**config.mk**
```make
export PLATFORM = sky130hd
export DESIGN_NAME = mmrq_cell
export DESIGN_NICKNAME = d
export VERILOG_FILES = /design/src/design/mmrq_pkg.sv /design/src/design/mmrq_cell.sv
export SDC_FILE = /design/constraint.sdc
export NUM_CORES = 1
export LEC_CHECK = 0
export BUFFER_PORTS_ARGS = -buffer_cell sky130_fd_sc_hd__clkbuf_2
export CAP_MARGIN = 0
export CORE_MARGIN = 2
export CORE_UTILIZATION = 40
export CTS_BUF_LIST = sky130_fd_sc_hd__clkbuf_4
export CTS_CLUSTER_SIZE = 16
export DETAILED_ROUTE_END_ITERATION = 10
export PLACE_DENSITY = 0.8
export SLEW_MARGIN = 20
export SYNTH_ARGS = -nofsm -noshare
export SYNTH_HDL_FRONTEND = slang
export SYNTH_SLANG_ARGS = --single-unit
```
**constraint.sdc**
```tcl
create_clock -name clk -period 3.4 [get_ports clk]
set_clock_uncertainty 0.2 [all_clocks]
set_input_delay 0.34 -clock clk [delete_from_list [all_inputs] [get_ports clk]]
set_output_delay 0.34 -clock clk [all_outputs]
set_load 0.02 [all_outputs]
```
**src/design/mmrq_pkg.sv**
```systemverilog
package mmrq_pkg;

  localparam int DEPTH    = 64;
  localparam int OCC_W    = $clog2(DEPTH + 1);
  localparam int VALUE_W  = 31;
  localparam int FUNC_W   = 2;
  localparam int STATUS_W = 2;

  localparam logic [FUNC_W-1:0] FUNC_PUSH  = 2'd0;
  localparam logic [FUNC_W-1:0] FUNC_POP   = 2'd1;
  localparam logic [FUNC_W-1:0] FUNC_QUERY = 2'd2;

  localparam logic [STATUS_W-1:0] STATUS_DONE  = 2'd0;
  localparam logic [STATUS_W-1:0] STATUS_EMPTY = 2'd1;
  localparam logic [STATUS_W-1:0] STATUS_FULL  = 2'd2;

  typedef logic signed [VALUE_W-1:0] value_t;

  // Broadcast from the controller to every cell in the row
  typedef struct packed {
    logic   push;
    logic   pop;
    value_t value;
  } cell_ctrl_t;

endpackage

```
**src/design/mmrq_cell.sv**
```systemverilog
module mmrq_cell (
  input  logic                clk,
  input  mmrq_pkg::cell_ctrl_t ctrl,
  input  logic                occupied,
  input  logic                tail,
  input  mmrq_pkg::value_t    up_value,
  input  mmrq_pkg::value_t    up_min,
  input  mmrq_pkg::value_t    up_max,
  output mmrq_pkg::value_t    value,
  output mmrq_pkg::value_t    ymin,
  output mmrq_pkg::value_t    ymax
);

  // Bounds cover this cell and every younger one: fold a pushed value in,
  // load it when this cell becomes the tail, take the neighbour's on a pop.
  always_ff @(posedge clk) begin
    if (ctrl.pop) begin
      value <= up_value;
      ymin  <= up_min;
      ymax  <= up_max;
    end else if (ctrl.push) begin
      if (tail) begin
        value <= ctrl.value;
        ymin  <= ctrl.value;
        ymax  <= ctrl.value;
      end else if (occupied) begin
        if (ctrl.value < ymin) begin
          ymin <= ctrl.value;
        end
        if (ctrl.value > ymax) begin
          ymax <= ctrl.value;
        end
      end
    end
  end

endmodule
```
# After elaboration in Yosys (flattened, before gate mapping)
# Index checks and enable logic that the tools add are counted.
[totals] output_inout_bits=93 in_bits=129 register_bits=93
[op_classes] n_lt_le_gt_ge=2 n_mux=13 reduce_logical=8
[ops] op="$mux W31" count=13
[ops] op="$gt A31 B31 Y1" count=1
[ops] op="$lt A31 B31 Y1" count=1
[ops] op="$reduce_bool A3 Y1" count=3
[ops] op="$reduce_and A3 Y1" count=2
[ops] op="$reduce_bool A2 Y1" count=2
[ops] op="$reduce_and A2 Y1" count=1

# Depth between registers and ports, before layout
[depth] depth_word=6 depth_mapped=8 mapped_depth_nobuf=8

# Least setup slack after synthesis
# Ideal clock, no wire load.
[synth_path] path_kind="register to register" from="reg ymin[30]" to="reg ymin[0], enable pin" arrival_time_ps=2582 period_less_slack_ps=3173 required_time_ps=2809 setup_ps=391 path_stages_with_launch=9 path_slack_ps=227 n_path_buf=0 cell_sequence="edfxtp_1 > inv_1 > ha_1 > nand4_1 > nor3_1 > a221o_1 > or3_1 > a21oi_1 > and3b_1"
[synth_via] elab_chain_cells=3
[synth_rtl] item="from (decl)" line_no="mmrq_cell.sv:10" rtl="output mmrq_pkg::value_t ymin,"
[synth_rtl] item="from (signal assigned)" line_no="mmrq_cell.sv:19" rtl="ymin <= up_min;"
[synth_rtl] item="from (signal assigned)" line_no="mmrq_cell.sv:24" rtl="ymin <= ctrl.value;"
[synth_rtl] item="from (signal assigned)" line_no="mmrq_cell.sv:28" rtl="ymin <= ctrl.value;"
[synth_rtl] item="$lt A31 B31 Y1" line_no="mmrq_cell.sv:27" rtl="if (ctrl.value < ymin) begin"
[synth_rtl] item="$reduce_bool A3 Y1 (no line)"
[synth_rtl] item="$reduce_and A3 Y1 (no line)"
# Every way passes these cells.
# A chain may end at the register's enable or synchronous reset.

# Final worst setup path
[layout_path] from="reg ymax[4]" to="reg ymax[11], enable pin"
[layout_via] elab_chain_cells=3
[layout_rtl] item="from (decl)" line_no="mmrq_cell.sv:11" rtl="output mmrq_pkg::value_t ymax"
[layout_rtl] item="from (signal assigned)" line_no="mmrq_cell.sv:20" rtl="ymax <= up_max;"
[layout_rtl] item="from (signal assigned)" line_no="mmrq_cell.sv:25" rtl="ymax <= ctrl.value;"
[layout_rtl] item="from (signal assigned)" line_no="mmrq_cell.sv:31" rtl="ymax <= ctrl.value;"
[layout_rtl] item="$gt A31 B31 Y1" line_no="mmrq_cell.sv:30" rtl="if (ctrl.value > ymax) begin"
[layout_rtl] item="$reduce_bool A3 Y1 (no line)"
[layout_rtl] item="$reduce_and A3 Y1 (no line)"
# Every way passes these cells.

==> run summary <==
run status = finished, final reports clean
DRT Wirelength = 16,250 um
Netlist cell types = 32
GRT Util Overall = 22.62%
ANT nets after route = 0
GRT busiest layer = met2
largest net degree at the start of global routing = 86
largest stage delay on the critical path = 480 ps
first-pass GRT wire length = 25,040 um
reg2reg setup slack = 420 ps
Worst-Skew Late Latency = 470 ps
r2r startpoint = ymax[4]$_DFFE_PP_
DRC errors left = 0
WHS Path Cells = 3
worst hold path type = in -> reg
final hold vios = 0
CP Launch Point = ymax[4]$_DFFE_PP_
critical path depth = 10
post-layout net count = 1,067
vias in the first global route = 5,108
met2 Use GR = 40.84%
data required time of the worst path = 3410 ps
Reg clk slew, reported paths = 150 ps
Seq/Total Area, Yosys = 52.47%
WHS = 47.03 ps
period utilisation layout = 87.55%
htree depth = 3
DR vias/cell = 4.854
P_leak = 4.056 nW
CP Max Fanout = 16
routed vias = 5,140
cell mode on critical path = buf_4
YS warnings = 0
CP Cell Sequence = inv_1 > ha_1 > a211oi_1 > nor2_1 > o31a_1 > a2111oi_0 > buf_4 > o32a_1 > nand2_2 > buf_4
Synth Net Count = 739
crit path DAT = 2990 ps
I/O pin cnt = 222
commonest non-fill, non-tap cells in the layout = clkbuf_2 (220), nand2_1 (196), dlygate4sd3_1 (103), edfxtp_1 (93)
Area Overhead vs Synth = 46.80%
met1 Usage GRT = 25.43%
area leader, netlist = edfxtp_1
Final Util = 59.48%
ranking of synthesized cells by area = edfxtp_1 (52%), ha_1 (14%), nand2_1 (14%)
IO Port Bufs = 221
Fmax = 335.9 MHz
Resized Gates After CTS = 0
TritonCTS Buffers = 9
worst hold endpoint = value[11]$_DFFE_PP_
Crit. End Element = flop
row cnt = 42
most common cell after layout, fill and taps aside = clkbuf_2
crit path kind = reg -> reg
layout cell share with drive strength beyond 1 = 27.66%
cell count after synthesis = 549
initial antenna violation count = 1
CP top delay family = compound AO/OA/AOI/OAI gates
Yosys reg bits = 93
grt ovf = 0
clock sink count = 93
DIE AREA = 14,250 um^2
slowest library cell on the worst path = a2111oi_0
initial core utilization = 40.51%
CTS max path bufs = 2
Die Span Y = 119.4 um
WL per Instance = 15.35 um
RR Endpoint = ymax[11]$_DFFE_PP_
HPWL Detailed = 10,960 um
Startpoint Class = flop
DRT iter0 DRCs = 271
core region area = 13,140 um^2
Slew Viols, Final = 0
Post-CTS Setup Bufs = 0
crit path buf inv count = 3
unrepaired setup endpoints after global routing = no
Peak VDD IR = 0.0002540 V
die width = 119.4 um
met3 Use GR = 5.412%
pre-CTS setup slack = 358.7 ps
Rel. slew slack = 48.17%
setup ws final = 423.3 ps
share of the synthesized area in the top cell type = 52.47%
Power Dens Cells = 398.7 nW/um^2
Cell Area, Synth = 5323 um^2
Synth Area per Inst = 9.695 um^2
Final Critical Period = 2977 ps
CTS root buf = clkbuf_4
GPL Wtd Cong = 0.8167
Setup TNS = 0 ps
worst reg2reg path depth = 10
Worst-Margin Slew = 777.5 ps
max-cap violations = 0
CTS tree = yes
Pre-antenna DRT Iters = 5
Hold Crit Start = ctrl[11]
Final setup viols = 0
==> area by class of cell <==
type | count | area (um^2)
Timing Repair Buffer | 331 | 2192
Clock buffer | 9 | 67.56
Clock inverter | 7 | 56.30
Multi-Input combinational cell | 381 | 2253
Fill cell | 1104 | 5324
Sequential cell | 93 | 2793
Tap cell | 176 | 220.2
Antenna cell | 1 | 2.502
Inverter | 61 | 229.0
==> where the power goes <==
| group | switching (mW) | internal [mW] |
|---|---|---|
| registers | 0.0645 | 1.44 |
| logic | 0.608 | 0.406 |
| clock network | 0.383 | 0.214 |
==> repair_timing <==
item,in CTS,in global routing
hold buffers,103,0
hold endpoints to repair,93,0
setup endpoints to repair,0,0
==> synth_stat cells <==
| cell type | instances |
|---|---|
| a21oi_1 | 23 |
| o211ai_1 | 1 |
| a221oi_1 | 1 |
| o32a_1 | 1 |
| a211o_1 | 1 |
| nand2_1 | 197 |
| nor3b_1 | 1 |
| edfxtp_1 | 93 |
| or4_1 | 2 |
| nand4_1 | 15 |
| or3_1 | 1 |
| a2111oi_0 | 1 |
| o21ai_0 | 5 |
| nor4_1 | 1 |
| clkbuf_1 | 14 |
| nor3_1 | 1 |
| a211oi_1 | 3 |
| nand3_1 | 9 |
| and3_1 | 1 |
| o31a_1 | 1 |
| o21a_1 | 1 |
| a31oi_1 | 2 |
| ha_1 | 61 |
| a221o_1 | 1 |
| nand3b_1 | 2 |
| a21o_1 | 6 |
| and3b_1 | 1 |
| nand2b_1 | 33 |
| o22a_1 | 1 |
| inv_1 | 61 |
| o21ai_1 | 1 |
| nor2_1 | 7 |
==> worst max-delay path by stage <==
stage                          to  slack, ps
2_1_floorplan   ymin[0]$_DFFE_PP_        230
3_3_place_gp   ymax[11]$_DFFE_PP_        470
3_5_place_dp   ymax[13]$_DFFE_PP_        360
4_1_cts        ymax[26]$_DFFE_PP_        410
5_1_grt        ymax[26]$_DFFE_PP_        220
6_report       ymax[11]$_DFFE_PP_        420
==> kinds of logic (layout without fill, tap and decap cells) <==
logic type | count (synthesis) | after routing | share of synthesized area [%]
compound gates | 49 | 49 | 5.712
buf+inv | 75 | 408 | 5.289
flops | 93 | 93 | 52.47
fa+ha+maj | 61 | 61 | 14.34
simple gates | 271 | 271 | 22.19
other cells | 0 | 1 | 0
==> routing by layer <==
layer	up-vias	share of wire (%)
met3	42	6.5
met4	0	3.4
met1	2378	39
met5	-	0
met2	207	51
li1	2513	-
==> per-stage QoR <==
stage / power [mW] / instance area [um^2] / instances
after floorplan: 2.062 / 5323 / 549
after global placement: 2.414 / 6656 / 939
after CTS: 3.124 / 7811 / 1058
final: 3.115 / 7814 / 1059
after global routing: 3.284 / 7814 / 1059
after detailed placement: 2.434 / 6656 / 939
==> registers in the layout (all words and copies together), names as in the netlist <==
signal,cells
value,31
ymax,31
ymin,31
==> worst reg2reg max path: cells and delay by family (launching register included) <==
| kind | cells | cell delay (ps) |
|---|---|---|
| and+or+nand+nor | 2 | 200 |
| AOI/OAI and AO/OA | 4 | 1110 |
| buffers and inverters | 3 | 530 |
| adders and majority gates | 1 | 230 |
| DFF | 1 | 420 |
(Power assumes the default switching activity.)
